**src/hdl/clr_pkg.sv**
```systemverilog
// clr_pkg: types and constants for the clipped line rasterizer
// used by clipped_line_rasterizer; no dependencies
`timescale 1ns / 1ps

package clr_pkg;

  localparam int COORD_W = 12;
  localparam int CUR_W   = 13;
  localparam int NDY_W   = 14;
  localparam int ERR_W   = 15;
  localparam int DIM_W   = 13;
  localparam int COL_W   = 16;
  localparam int PIX_W   = 11;
  localparam int ADDR_W  = 22;
  localparam int CFG_W   = 12;

  typedef logic [1:0] style_t;
  localparam style_t STYLE_SOLID  = 2'd0;
  localparam style_t STYLE_DOTTED = 2'd1;
  localparam style_t STYLE_THICK  = 2'd2;

  typedef logic op_t;
  localparam op_t OP_START = 1'b0;
  localparam op_t OP_STEP  = 1'b1;

  typedef logic cfg_idx_t;
  localparam cfg_idx_t CFG_SURFACE_WIDTH  = 1'b0;
  localparam cfg_idx_t CFG_SURFACE_HEIGHT = 1'b1;

  localparam logic [CFG_W-1:0] SURFACE_WIDTH_RST  = 12'd1280;
  localparam logic [CFG_W-1:0] SURFACE_HEIGHT_RST = 12'd800;

  localparam int DOT_BIT = 2;

  // one pending step: the point before the advance and how to emit it
  typedef struct packed {
    logic signed [CUR_W-1:0] x;
    logic signed [CUR_W-1:0] y;
    logic [COL_W-1:0]        colour;
    logic                    paint;
    logic                    done;
    logic                    thick;
  } job_t;

endpackage

```
**src/hdl/clipped_line_rasterizer.sv**
```systemverilog
// clipped_line_rasterizer: Bresenham line walker with surface clamping and addressing
// depends on clr_pkg
`timescale 1ns / 1ps

// usage
//   input channel (in_valid / in_stall): op 0 loads a line (end points, colour,
//   style) and gives no beat; op 1 steps the active line. a step while no line
//   is active is dropped.
//   result channel (out_valid / out_stall): one beat per step for solid and
//   dotted lines, four beats (2x2 block) per step for thick lines; out_last
//   marks the final beat of a step, out_line_done marks every beat of the step
//   that reached the end point.
//   config port: cfg_we writes cfg_wdata into surface width (index 0) or
//   height (index 1); write only while the block is idle.
// timing
//   a step's first beat is loaded into the step holding register and then into
//   the result register. one input beat per cycle for solid and dotted lines
//   while out_stall is low; a thick step occupies the single step holding
//   register for four result beats and frees it as the last of them loads.
//   the clamp, 13x13 address multiply and add sit between these two registers.
// reset and stall
//   synchronous active low reset drops any line and pending beats and restores
//   1280 x 800. while out_stall is high a valid result register holds and
//   in_stall rises as soon as the holding register is full.

module clipped_line_rasterizer #(
  parameter int MAX_DIM = 2048
) (
  input  logic                            clk,
  input  logic                            rst_n,
  input  logic                            in_valid,
  output logic                            in_stall,
  input  logic                            in_op,
  input  logic signed [clr_pkg::COORD_W-1:0] in_x_start,
  input  logic signed [clr_pkg::COORD_W-1:0] in_y_start,
  input  logic signed [clr_pkg::COORD_W-1:0] in_x_end,
  input  logic signed [clr_pkg::COORD_W-1:0] in_y_end,
  input  logic [clr_pkg::COL_W-1:0]       in_pen_colour,
  input  logic [1:0]                      in_style,
  output logic                            out_valid,
  input  logic                            out_stall,
  output logic [clr_pkg::PIX_W-1:0]       out_pix_x,
  output logic [clr_pkg::PIX_W-1:0]       out_pix_y,
  output logic [clr_pkg::ADDR_W-1:0]      out_pix_addr,
  output logic [clr_pkg::COL_W-1:0]       out_pix_colour,
  output logic                            out_paint,
  output logic                            out_line_done,
  output logic                            out_last,
  input  logic                            cfg_we,
  input  logic                            cfg_index,
  input  logic [clr_pkg::CFG_W-1:0]       cfg_wdata
);
  import clr_pkg::*;

  localparam logic [DIM_W-1:0] MAX_DIM_C = DIM_W'(MAX_DIM);

  // configuration
  logic [CFG_W-1:0] surf_w_r, surf_h_r;
  logic [DIM_W-1:0] eff_w, eff_h;

  // line state
  logic                    active_r, active_nxt;
  logic signed [CUR_W-1:0] cur_x_r, cur_x_nxt, cur_y_r, cur_y_nxt;
  logic signed [CUR_W-1:0] tgt_x_r, tgt_x_nxt, tgt_y_r, tgt_y_nxt;
  logic [CUR_W-1:0]        delta_x_r, delta_x_nxt;
  logic signed [NDY_W-1:0] ndy_r, ndy_nxt;
  logic                    sx_neg_r, sx_neg_nxt, sy_neg_r, sy_neg_nxt;
  logic signed [ERR_W-1:0] err_r, err_nxt;
  logic [COL_W-1:0]        colour_r, colour_nxt;
  style_t                  style_r, style_nxt;
  logic [2:0]              dash_r, dash_nxt;

  // step holding register
  logic       job_valid_r, job_valid_nxt;
  job_t       job_r, job_nxt;
  logic [1:0] job_idx_r, job_idx_nxt;

  // result register
  logic              out_valid_r, out_valid_nxt;
  logic [PIX_W-1:0]  pix_x_r, pix_y_r;
  logic [ADDR_W-1:0] addr_r;
  logic [COL_W-1:0]  ocol_r;
  logic              paint_r, done_r, last_r;

  logic in_acc, out_load, job_last, job_finish, step_go;

  // start decode
  logic signed [CUR_W-1:0] x0, y0, x1, y1, dxs;
  logic signed [NDY_W-1:0] y0w, y1w;
  logic [CUR_W-1:0]        dx_abs;
  logic signed [NDY_W-1:0] ndy_new;

  // bresenham advance
  logic                    at_end;
  logic signed [ERR_W:0]   e2;
  logic                    adv_x, adv_y;
  logic signed [ERR_W+1:0] err_sum;

  // beat datapath
  logic signed [CUR_W:0]   bx, by;
  logic [DIM_W-1:0]        cx, cy;
  logic [2*DIM_W-1:0]      prod;
  logic [2*DIM_W-1:0]      addr_full;

  always_comb begin
    eff_w = {1'b0, surf_w_r};
    if (surf_w_r == '0) begin
      eff_w = DIM_W'(1);
    end else if ({1'b0, surf_w_r} > MAX_DIM_C) begin
      eff_w = MAX_DIM_C;
    end
    eff_h = {1'b0, surf_h_r};
    if (surf_h_r == '0) begin
      eff_h = DIM_W'(1);
    end else if ({1'b0, surf_h_r} > MAX_DIM_C) begin
      eff_h = MAX_DIM_C;
    end
  end

  assign job_last   = !job_r.thick || (job_idx_r == 2'd3);
  assign out_load   = !out_valid_r || !out_stall;
  assign job_finish = job_valid_r && out_load && job_last;
  assign in_stall   = job_valid_r && !job_finish;
  assign in_acc     = in_valid && !in_stall;
  assign step_go    = in_acc && (in_op == OP_STEP) && active_r;

  always_comb begin
    x0  = CUR_W'(in_x_start);
    y0  = CUR_W'(in_y_start);
    x1  = CUR_W'(in_x_end);
    y1  = CUR_W'(in_y_end);
    dxs = x1 - x0;
    dx_abs = dxs[CUR_W-1] ? CUR_W'(-dxs) : CUR_W'(dxs);
    y0w = NDY_W'(in_y_start);
    y1w = NDY_W'(in_y_end);
    ndy_new = (y1w > y0w) ? (y0w - y1w) : (y1w - y0w);

    at_end  = (cur_x_r == tgt_x_r) && (cur_y_r == tgt_y_r);
    e2      = {err_r, 1'b0};
    adv_x   = e2 >= (ERR_W+1)'(ndy_r);
    adv_y   = e2 <= $signed({3'b000, delta_x_r});
    err_sum = (ERR_W+2)'(err_r)
            + (adv_x ? (ERR_W+2)'(ndy_r) : '0)
            + (adv_y ? $signed({4'b0000, delta_x_r}) : '0);
  end

  always_comb begin
    active_nxt = active_r;
    cur_x_nxt  = cur_x_r;
    cur_y_nxt  = cur_y_r;
    tgt_x_nxt  = tgt_x_r;
    tgt_y_nxt  = tgt_y_r;
    delta_x_nxt = delta_x_r;
    ndy_nxt    = ndy_r;
    sx_neg_nxt = sx_neg_r;
    sy_neg_nxt = sy_neg_r;
    err_nxt    = err_r;
    colour_nxt = colour_r;
    style_nxt  = style_r;
    dash_nxt   = dash_r;

    if (in_acc && (in_op == OP_START)) begin
      active_nxt  = 1'b1;
      cur_x_nxt   = x0;
      cur_y_nxt   = y0;
      tgt_x_nxt   = x1;
      tgt_y_nxt   = y1;
      delta_x_nxt = dx_abs;
      ndy_nxt     = ndy_new;
      sx_neg_nxt  = !(x0 < x1);
      sy_neg_nxt  = !(y0 < y1);
      err_nxt     = ERR_W'($signed({2'b00, dx_abs}) + ERR_W'(ndy_new));
      colour_nxt  = in_pen_colour;
      style_nxt   = in_style;
      dash_nxt    = '0;
    end else if (step_go) begin
      if (style_r == STYLE_DOTTED) begin
        dash_nxt = dash_r + 3'd1;
      end
      if (at_end) begin
        active_nxt = 1'b0;
      end else begin
        err_nxt = ERR_W'(err_sum);
        if (adv_x) begin
          cur_x_nxt = sx_neg_r ? cur_x_r - CUR_W'(1) : cur_x_r + CUR_W'(1);
        end
        if (adv_y) begin
          cur_y_nxt = sy_neg_r ? cur_y_r - CUR_W'(1) : cur_y_r + CUR_W'(1);
        end
      end
    end
  end

  always_comb begin
    job_valid_nxt = job_valid_r;
    job_nxt       = job_r;
    job_idx_nxt   = job_idx_r;
    if (job_valid_r && out_load) begin
      job_idx_nxt = job_idx_r + 2'd1;
    end
    if (job_finish) begin
      job_valid_nxt = 1'b0;
    end
    if (step_go) begin
      job_valid_nxt = 1'b1;
      job_idx_nxt   = 2'd0;
      job_nxt.x      = cur_x_r;
      job_nxt.y      = cur_y_r;
      job_nxt.colour = colour_r;
      job_nxt.thick  = (style_r == STYLE_THICK);
      job_nxt.paint  = (style_r == STYLE_DOTTED) ? dash_r[DOT_BIT] : 1'b1;
      job_nxt.done   = at_end;
    end
  end

  // clamp and address for the beat in the holding register
  always_comb begin
    bx = (CUR_W+1)'(job_r.x) + (job_r.thick ? (CUR_W+1)'(job_idx_r[0]) : '0);
    by = (CUR_W+1)'(job_r.y) + (job_r.thick ? (CUR_W+1)'(job_idx_r[1]) : '0);
    if (bx < 0) begin
      cx = '0;
    end else if (bx >= $signed({1'b0, eff_w})) begin
      cx = eff_w - DIM_W'(1);
    end else begin
      cx = DIM_W'(bx);
    end
    if (by < 0) begin
      cy = '0;
    end else if (by >= $signed({1'b0, eff_h})) begin
      cy = eff_h - DIM_W'(1);
    end else begin
      cy = DIM_W'(by);
    end
    prod      = cy * eff_w;
    addr_full = prod + (2*DIM_W)'(cx);
  end

  always_comb begin
    out_valid_nxt = out_valid_r;
    if (out_load) begin
      out_valid_nxt = job_valid_r;
    end
  end

  always_ff @(posedge clk) begin
    if (!rst_n) begin
      surf_w_r    <= SURFACE_WIDTH_RST;
      surf_h_r    <= SURFACE_HEIGHT_RST;
      active_r    <= 1'b0;
      cur_x_r     <= '0;
      cur_y_r     <= '0;
      tgt_x_r     <= '0;
      tgt_y_r     <= '0;
      delta_x_r   <= '0;
      ndy_r       <= '0;
      sx_neg_r    <= 1'b0;
      sy_neg_r    <= 1'b0;
      err_r       <= '0;
      colour_r    <= '0;
      style_r     <= STYLE_SOLID;
      dash_r      <= '0;
      job_valid_r <= 1'b0;
      job_idx_r   <= '0;
      out_valid_r <= 1'b0;
    end else begin
      if (cfg_we) begin
        unique case (cfg_index)
          CFG_SURFACE_WIDTH:  surf_w_r <= cfg_wdata;
          CFG_SURFACE_HEIGHT: surf_h_r <= cfg_wdata;
          default: ;
        endcase
      end
      active_r    <= active_nxt;
      cur_x_r     <= cur_x_nxt;
      cur_y_r     <= cur_y_nxt;
      tgt_x_r     <= tgt_x_nxt;
      tgt_y_r     <= tgt_y_nxt;
      delta_x_r   <= delta_x_nxt;
      ndy_r       <= ndy_nxt;
      sx_neg_r    <= sx_neg_nxt;
      sy_neg_r    <= sy_neg_nxt;
      err_r       <= err_nxt;
      colour_r    <= colour_nxt;
      style_r     <= style_nxt;
      dash_r      <= dash_nxt;
      job_valid_r <= job_valid_nxt;
      job_idx_r   <= job_idx_nxt;
      out_valid_r <= out_valid_nxt;
    end
  end

  // payload registers
  always_ff @(posedge clk) begin
    job_r <= job_nxt;
    if (out_load && job_valid_r) begin
      pix_x_r <= PIX_W'(cx);
      pix_y_r <= PIX_W'(cy);
      addr_r  <= ADDR_W'(addr_full);
      ocol_r  <= job_r.colour;
      paint_r <= job_r.paint;
      done_r  <= job_r.done;
      last_r  <= job_last;
    end
  end

  assign out_valid      = out_valid_r;
  assign out_pix_x      = pix_x_r;
  assign out_pix_y      = pix_y_r;
  assign out_pix_addr   = addr_r;
  assign out_pix_colour = ocol_r;
  assign out_paint      = paint_r;
  assign out_line_done  = done_r;
  assign out_last       = last_r;

  // a thick step keeps the result channel busy until its last beat
  a_thick_cont: assert property (@(posedge clk) disable iff (!rst_n)
    out_valid_r && !last_r |=> out_valid_r)
    else $error("beat stream of a thick step broke off before its last beat");

  // only thick steps walk the sub-beat index
  a_idx_thick: assert property (@(posedge clk) disable iff (!rst_n)
    job_valid_r && !job_r.thick |-> job_idx_r == 2'd0)
    else $error("sub-beat index moved on a single-beat step");

  // a step that reached the end point leaves the line inactive
  a_end_idle: assert property (@(posedge clk) disable iff (!rst_n)
    step_go && at_end |=> !active_r)
    else $error("line still active after its end point");

  // effective surface dimensions are never zero
  a_dim_nz: assert property (@(posedge clk) disable iff (!rst_n)
    eff_w != '0 && eff_h != '0)
    else $error("effective surface dimension is zero");

  // a non-final beat in the result register implies its step is still held
  a_job_held: assert property (@(posedge clk) disable iff (!rst_n)
    out_valid_r && !last_r |-> job_valid_r)
    else $error("remaining beats of a thick step were lost");

endmodule

```
**config.mk**
```make
export PLATFORM = sky130hd
export DESIGN_NAME = clipped_line_rasterizer
export DESIGN_NICKNAME = d
export VERILOG_FILES = /design/src/hdl/clr_pkg.sv /design/src/hdl/clipped_line_rasterizer.sv
export SDC_FILE = /design/constraint.sdc
export NUM_CORES = 1
export LEC_CHECK = 0
export BUFFER_PORTS_ARGS = -buffer_cell sky130_fd_sc_hd__buf_2
export CORE_MARGIN = 2
export CORE_UTILIZATION = 57
export CTS_CLUSTER_DIAMETER = 100
export CTS_CLUSTER_SIZE = 24
export DETAILED_ROUTE_END_ITERATION = 8
export GPL_ROUTABILITY_DRIVEN = 0
export HOLD_SLACK_MARGIN = 0.03
export MAX_ROUTING_LAYER = met4
export PLACE_DENSITY = 0.79
export SYNTH_ARGS = -nofsm -noshare
export SYNTH_HDL_FRONTEND = slang
export SYNTH_SLANG_ARGS = --single-unit
export TNS_END_PERCENT = 20
```
**constraint.sdc**
```tcl
create_clock -name clk -period 7.7 [get_ports clk]
set_input_delay 0.385 -clock clk [delete_from_list [all_inputs] [get_ports clk]]
set_output_delay 0.385 -clock clk [all_outputs]
set_load 0.02 [all_outputs]
```
# Word level (Yosys, flattened, before mapping)

Cells that the tools add are included.

Register bits: 252
Input bits: 85
Output and inout port bits: 65
Word-level logic and storage cells: 135

Add/sub/neg operators: 18
Multipliers: 1
Order comparisons: 11
Equality and inequality tests: 6
Mux-type cells: 32
Bitwise operators: 3
Reductions and logical operators: 33

Operator list:

| operator                | number |
|---|---|
| $mux W13                | 17 |
| $mux W15                | 4 |
| $sub A12 B12 Y13        | 3 |
| $mux W12                | 3 |
| $add A13 B2 Y14         | 2 |
| $lt A14 B1 Y1 const B   | 2 |
| $add A13 B2 Y13 const B | 2 |
| $eq A13 B12 Y1          | 2 |
| $sub A13 B1 Y13 const B | 2 |
| $sub A13 B2 Y13 const B | 2 |
| $gt A12 B12 Y1 const B  | 2 |
| $logic_not A12 Y1       | 2 |
| $lt A12 B12 Y1          | 2 |
| $add A22 B13 Y22        | 1 |
| $mul A13 B13 Y22        | 1 |
| $ge A16 B14 Y1          | 1 |
| $le A16 B14 Y1          | 1 |
| $add A14 B14 Y15        | 1 |
| $add A15 B13 Y15        | 1 |
| $add A15 B15 Y15        | 1 |
| $ge A14 B13 Y1          | 1 |
| $ge A14 B14 Y1          | 1 |
| $mux W14                | 1 |
| $neg A13 Y13            | 1 |
| 15 further kinds        | 48 |

# Longest topological paths before layout

Depth after elaboration: 12
Gate-level depth with buffers: 37
Gate-level depth less buffers: 35

# Worst setup path after synthesis

Ideal clock, no wire load.

Kind: register -> register
Start: register surf_h_r[7]
End: register addr_r[21], in the netlist out_pix_addr[21] (data pin)
Data arrival time: 7.775 ns
Required time: 7.440 ns
Setup slack: -0.335 ns
Cell stages (with the launch flop): 36
Clock period less this slack: 8.035 ns
Cell sequence: dfxtp_1 nor4_1 nand3b_1 nor2_1 o21ai_0 inv_1 ha_1 nand2b_1 a2111oi_0 o21bai_1 a41oi_1 o211ai_1 clkbuf_1 o22ai_1 nor3_1 fa_1 inv_1 fa_1 inv_1 fa_1 inv_1 fa_1 inv_1 fa_1 inv_1 fa_1 inv_1 ha_1 o21ai_0 nor2_1 o41ai_1 a21oi_1 a31oi_1 a21oi_1 a31oi_1 xnor2_1

Longest elaborated chain between the ends: 8

Ends and longest elaborated chain:

| item                                              | RTL line                                                       | RTL |
|---|---|---|
| start, declared                                   | clipped_line_rasterizer.sv:58                                  | `logic [CFG_W-1:0] surf_w_r, surf_h_r;` |
| start signal, assigned                            | clipped_line_rasterizer.sv:269                                 | `CFG_SURFACE_HEIGHT: surf_h_r <= cfg_wdata;` |
| $gt A12 B12 Y1                                    | clipped_line_rasterizer.sv:115                                 | `end else if ({1'b0, surf_h_r} > MAX_DIM_C) begin` |
| $mux W12                                          | clipped_line_rasterizer.sv:115                                 |  |
| $mux W12 *                                        | clipped_line_rasterizer.sv:113                                 | `if (surf_h_r == '0) begin` |
| $sub A13 B1 Y13 or $ge A14 B13 Y1 (tied branches) | clipped_line_rasterizer.sv:230, clipped_line_rasterizer.sv:229 |  |
| $mux W13 *                                        | clipped_line_rasterizer.sv:229                                 | `end else if (by >= $signed({1'b0, eff_h})) begin` |
| $mux W13 *                                        | clipped_line_rasterizer.sv:227                                 | `if (by < 0) begin` |
| $mul A13 B13 Y22 *                                | clipped_line_rasterizer.sv:234                                 | `prod = cy * eff_w;` |
| $add A22 B13 Y22 *                                | clipped_line_rasterizer.sv:235                                 | `addr_full = prod + (2*DIM_W)'(cx);` |
| named net addr_full[21]                           | clipped_line_rasterizer.sv:103                                 | `logic [2*DIM_W-1:0] addr_full;` |
| end signal, assigned                              | clipped_line_rasterizer.sv:298                                 | `addr_r <= ADDR_W'(addr_full);` |
| end, declared                                     | clipped_line_rasterizer.sv:81                                  | `logic [ADDR_W-1:0] addr_r;` |

Mark *: on every way through the listed nets, which the timed path passes. The rest lies on a longest branch.
A chain may end at the register's enable or synchronous reset.

# Final worst setup path

Start: register surf_h_r[6]
End: register addr_r[21], in the netlist out_pix_addr[21] (data pin)

Longest elaborated chain between the ends: 8

Ends and longest elaborated chain:

| item                                              | RTL line                                                       | RTL |
|---|---|---|
| $gt A12 B12 Y1                                    | clipped_line_rasterizer.sv:115                                 |  |
| $mux W12                                          | clipped_line_rasterizer.sv:115                                 |  |
| $mux W12 *                                        | clipped_line_rasterizer.sv:113                                 |  |
| $sub A13 B1 Y13 or $ge A14 B13 Y1 (tied branches) | clipped_line_rasterizer.sv:230, clipped_line_rasterizer.sv:229 |  |
| $mux W13 *                                        | clipped_line_rasterizer.sv:229                                 |  |
| $mux W13 *                                        | clipped_line_rasterizer.sv:227                                 |  |
| named net cy[9]                                   | clipped_line_rasterizer.sv:101                                 | `logic [DIM_W-1:0] cx, cy;` |
| $mul A13 B13 Y22 *                                | clipped_line_rasterizer.sv:234                                 |  |
| $add A22 B13 Y22 *                                | clipped_line_rasterizer.sv:235                                 |  |
| named net addr_full[21]                           | clipped_line_rasterizer.sv:103                                 |  |

Marked as above.

==> results by group <==
Status
  – Status: complete, but fails checks
  – Failing checks: setup timing

Worst setup path
  – Slowest CP cell: fa_1
  – Critical Path End Type: register
  – Worst R2R End: out_pix_addr[21]
  – CP max FO: 9
  – Crit Path Category: register to register
  – Reg2reg start: surf_h_r[6]
  – Crit-path max cell delay: 0.54 ns
  – WP data arrival: 8.29 ns
  – Most used cell, CP: fa_1
  – CP required: 7.96 ns
  – R2r setup slk: -0.34 ns
  – Crit path launch type: register
  – Worst r2r path cells: 35
  – Worst Setup SP: surf_h_r[6]

Min path
  – Hold path depth: 3
  – Hold path endpoint: colour_r[9]
  – Tightest Hold Check Type: primary input to register
  – Hold_sp: in_pen_colour[9]

STA
  – Worst-margin pin slew: 1.07 ns
  – RSZ-0062 raised after global routing: true
  – Tcrit/Tclk final: 104%
  – Endpoints failing setup: 10
  – PnR worst setup slack: -0.336 ns
  – FMAX: 124 MHz
  – Final Skew: 0.0211 ns
  – Hold Vio Cnt, Final: 0
  – Worst hold slack: 0.0959 ns
  – Clock period minus worst slack: 8.04 ns
  – Max Slew Vio Count: 0
  – Relative slew slack: 28.3%

Final layout
  – Layout cells sized above 1: 18.3%
  – Sequential Area: 0.00611 sq mm
  – Area occupied by multi-input gates: 0.0147 sq mm
  – Nets: 3136
  – Final core occ: 67.0%
  – Antenna Cells: 0
  – Most frequent cells in the layout: 286 x nand2_1, 252 x inv_1, 210 x ha_1, 173 x a21oi_1, 169 x nor2_1
  – Commonest non-fill, non-tap cell in the layout: nand2_1
  – Filler instances: 2913
  – Fin cells: 3209
  – Area Growth Syn to Fin: 16.3%

GRT
  – GRT busiest layer: met2
  – Grt ovf: 0
  – Met1 Resource Use GR: 38.2%
  – Largest net degree at the start of global routing: 94
  – Met2 Resource Use GR: 51.9%
  – First-pass GRT wire length: 94900 um
  – Initial antenna violation count: 0
  – Total GRT Usage: 31.0%
  – GRT met3 Usage: 3.39%
  – Vias in the first global route: 18.8k

Place
  – DP Wirelength: 45300 um
  – Dpl cells: 3136
  – PortBufs: 149

Synth
  – Flops & latches, synth: 251
  – Synthesized Nets: 2883
  – Synth cell types: 80
  – Async set or reset register ratio after synthesis: 0%
  – Sequential share of the synthesized area: 28.3%
  – Mapped Avg Cell Area: 8.86 sq um
  – Netlist Area Pre-Place: 0.0216 sq mm
  – Ys Warns: 0
  – EDFF count, synth: 108
  – Main synth FF type: dfxtp_1
  – Gate Count Post-Synth: 2435

Route
  – Drt pass-1 iters: 5
  – Wire per inst: 18.6 um
  – Vias after detailed routing: 19.0k
  – Vias/cell: 5.91
  – DRC Markers: 0
  – DR iter-0 viols: 1386
  – Routed WL: 59700 um
  – Antenna viol nets, final: 0

Clock tree
  – Sink Count: 251
  – CTS Hold Bufs: 0
  – Clock buffer depth: 3
  – Worst-Skew Late Latency: 0.52 ns
  – Reg clk slew, reported paths: 0.10 ns
  – H-tree levels: 1
  – CTS tree: built
  – Cts bufs inserted: 16
  – CTS root buf: clkbuf_16

Floorplan
  – Die W: 199 um
  – Top Ports: 150
  – CORE AREA: 0.0375 sq mm
  – Chip Height: 199 um
  – Die area: 0.0394 sq mm
  – Rows: 71
  – Initial Utilization: 57.6%

Pwr
  – Final Power: 0.00439 W
  – Worst vdd ir: 0.155 mV
  – Leakage: 11.4 nW
  – Pwr Density: 175 mW/mm^2

Job
  – Max Cap Viol: 0
[state kept, by name, indices dropped and copies added (netlist names), 11 cells and up]
name and count:
surf_h_r 12, cur_x_r 13, out_pix_x 11, job_r 45, surf_w_r 12, tgt_y_r 12
err_r 15, out_pix_colour 16, ndy_r 13, delta_x_r 13, out_pix_addr 22, tgt_x_r 12
cur_y_r 13, colour_r 16, out_pix_y 11
[report_power, final]
part,total (W),switching [W],internal (W)
clock,0.000938,0.000508,0.000430
sequential,0.00154,0.0000676,0.00147
combinational,0.00191,0.00109,0.000822
[critical path, delay by kind of cell, from the launching register on]
kind	cells	cell delay (ns)
xor+xnor	1	0.14
compound gates	10	1.51
flops	1	0.35
simple gates	8	1.36
fa+ha+maj	8	3.40
buf+inv	8	1.00
[cell type report]
class / instances / area share [%]
Inverter: 270 / 4.11
Timing Repair Buffer: 323 / 8.35
Sequential cell: 251 / 24.3
Clock buffer: 22 / 1.77
Tap cell: 511 / 2.55
Clock inverter: 6 / 0.299
Multi-Input combinational cell: 1826 / 58.6
[synthesized netlist by cell type (6+ instances only)]
cell       number  share of area (%)
xnor2_1       110                4.5
a211o_1         6               0.24
ha_1          227                 13
nor4_1          9               0.26
nor2_1        180                3.1
nand3_1        64                1.5
mux2_2         18               0.94
dfxtp_1       143                 13
o2111ai_1       6               0.24
buf_2          12               0.28
xor2_1         41                1.7
or3_1          24               0.70
fa_1          136                 13
inv_1         266                4.6
o21a_1         24               0.83
nor2b_1        34               0.99
a211oi_1       36                1.3
and3_1         17               0.49
o21ai_0        80                1.9
a21o_1         39                1.4
nand4_1        18               0.52
nand2b_1       14               0.41
clkbuf_1       68                1.2
nand2_1       294                5.1
edfxtp_1      108                 15
nor3_1         63                1.5
a31o_2          6               0.24
a21oi_1       185                4.3
o211ai_1       14               0.49
mux2i_1        42                1.9
or2_2           7               0.20
o31ai_1         7               0.24
a31oi_1        16               0.46
and2_1         14               0.41
o21bai_1        8               0.28
[logic make-up after synthesis]
| logic type | Yosys count | share of synthesized area (%) |
|---|---|---|
| simple gates | 761 | 16.0 |
| xor+xnor | 151 | 6.13 |
| flops | 251 | 28.3 |
| buf+inv | 358 | 6.37 |
| compound gates | 491 | 14.5 |
| mux | 60 | 2.89 |
| fa+ha+maj | 363 | 25.8 |
[worst max-delay path by stage]
stage,cells past startpoint,slack [ns],endpoint
6_report,35,-0.34,out_pix_addr[21]
5_1_grt,36,-0.57,out_pix_addr[21]
4_1_cts,37,-0.006,out_pix_addr[21]
3_5_place_dp,35,-0.43,out_pix_addr[20]
3_3_place_gp,34,-0.20,out_pix_addr[19]
2_1_floorplan,35,0.01,out_pix_addr[21]
[per-layer routing]
layer / vias up / share of wire, %
met5: - / 0
met3: 196 / 6.8
met4: 0 / 5.2
met1: 9143 / 41
li1: 8850 / -
met2: 781 / 48
[timing repair]
item	4_1_cts	5_1_grt
gates resized for setup	89	36
setup buffers	35	10
endpoints found under the setup margin	10	13
pin swaps	88	48
[per-stage QoR]
stage                     setup slack [ns]  TNS (ns)  cell area, sq um
after floorplan                     0.0115         0             21700
after global placement              -0.204    -0.837             23700
after detailed placement            -0.435     -2.71             23700
after CTS                         -0.00568  -0.00784             24900
after global routing                -0.570     -4.86             25100
final                               -0.336     -2.32             25100
Note: power is estimated with default switching activity, not from simulation.
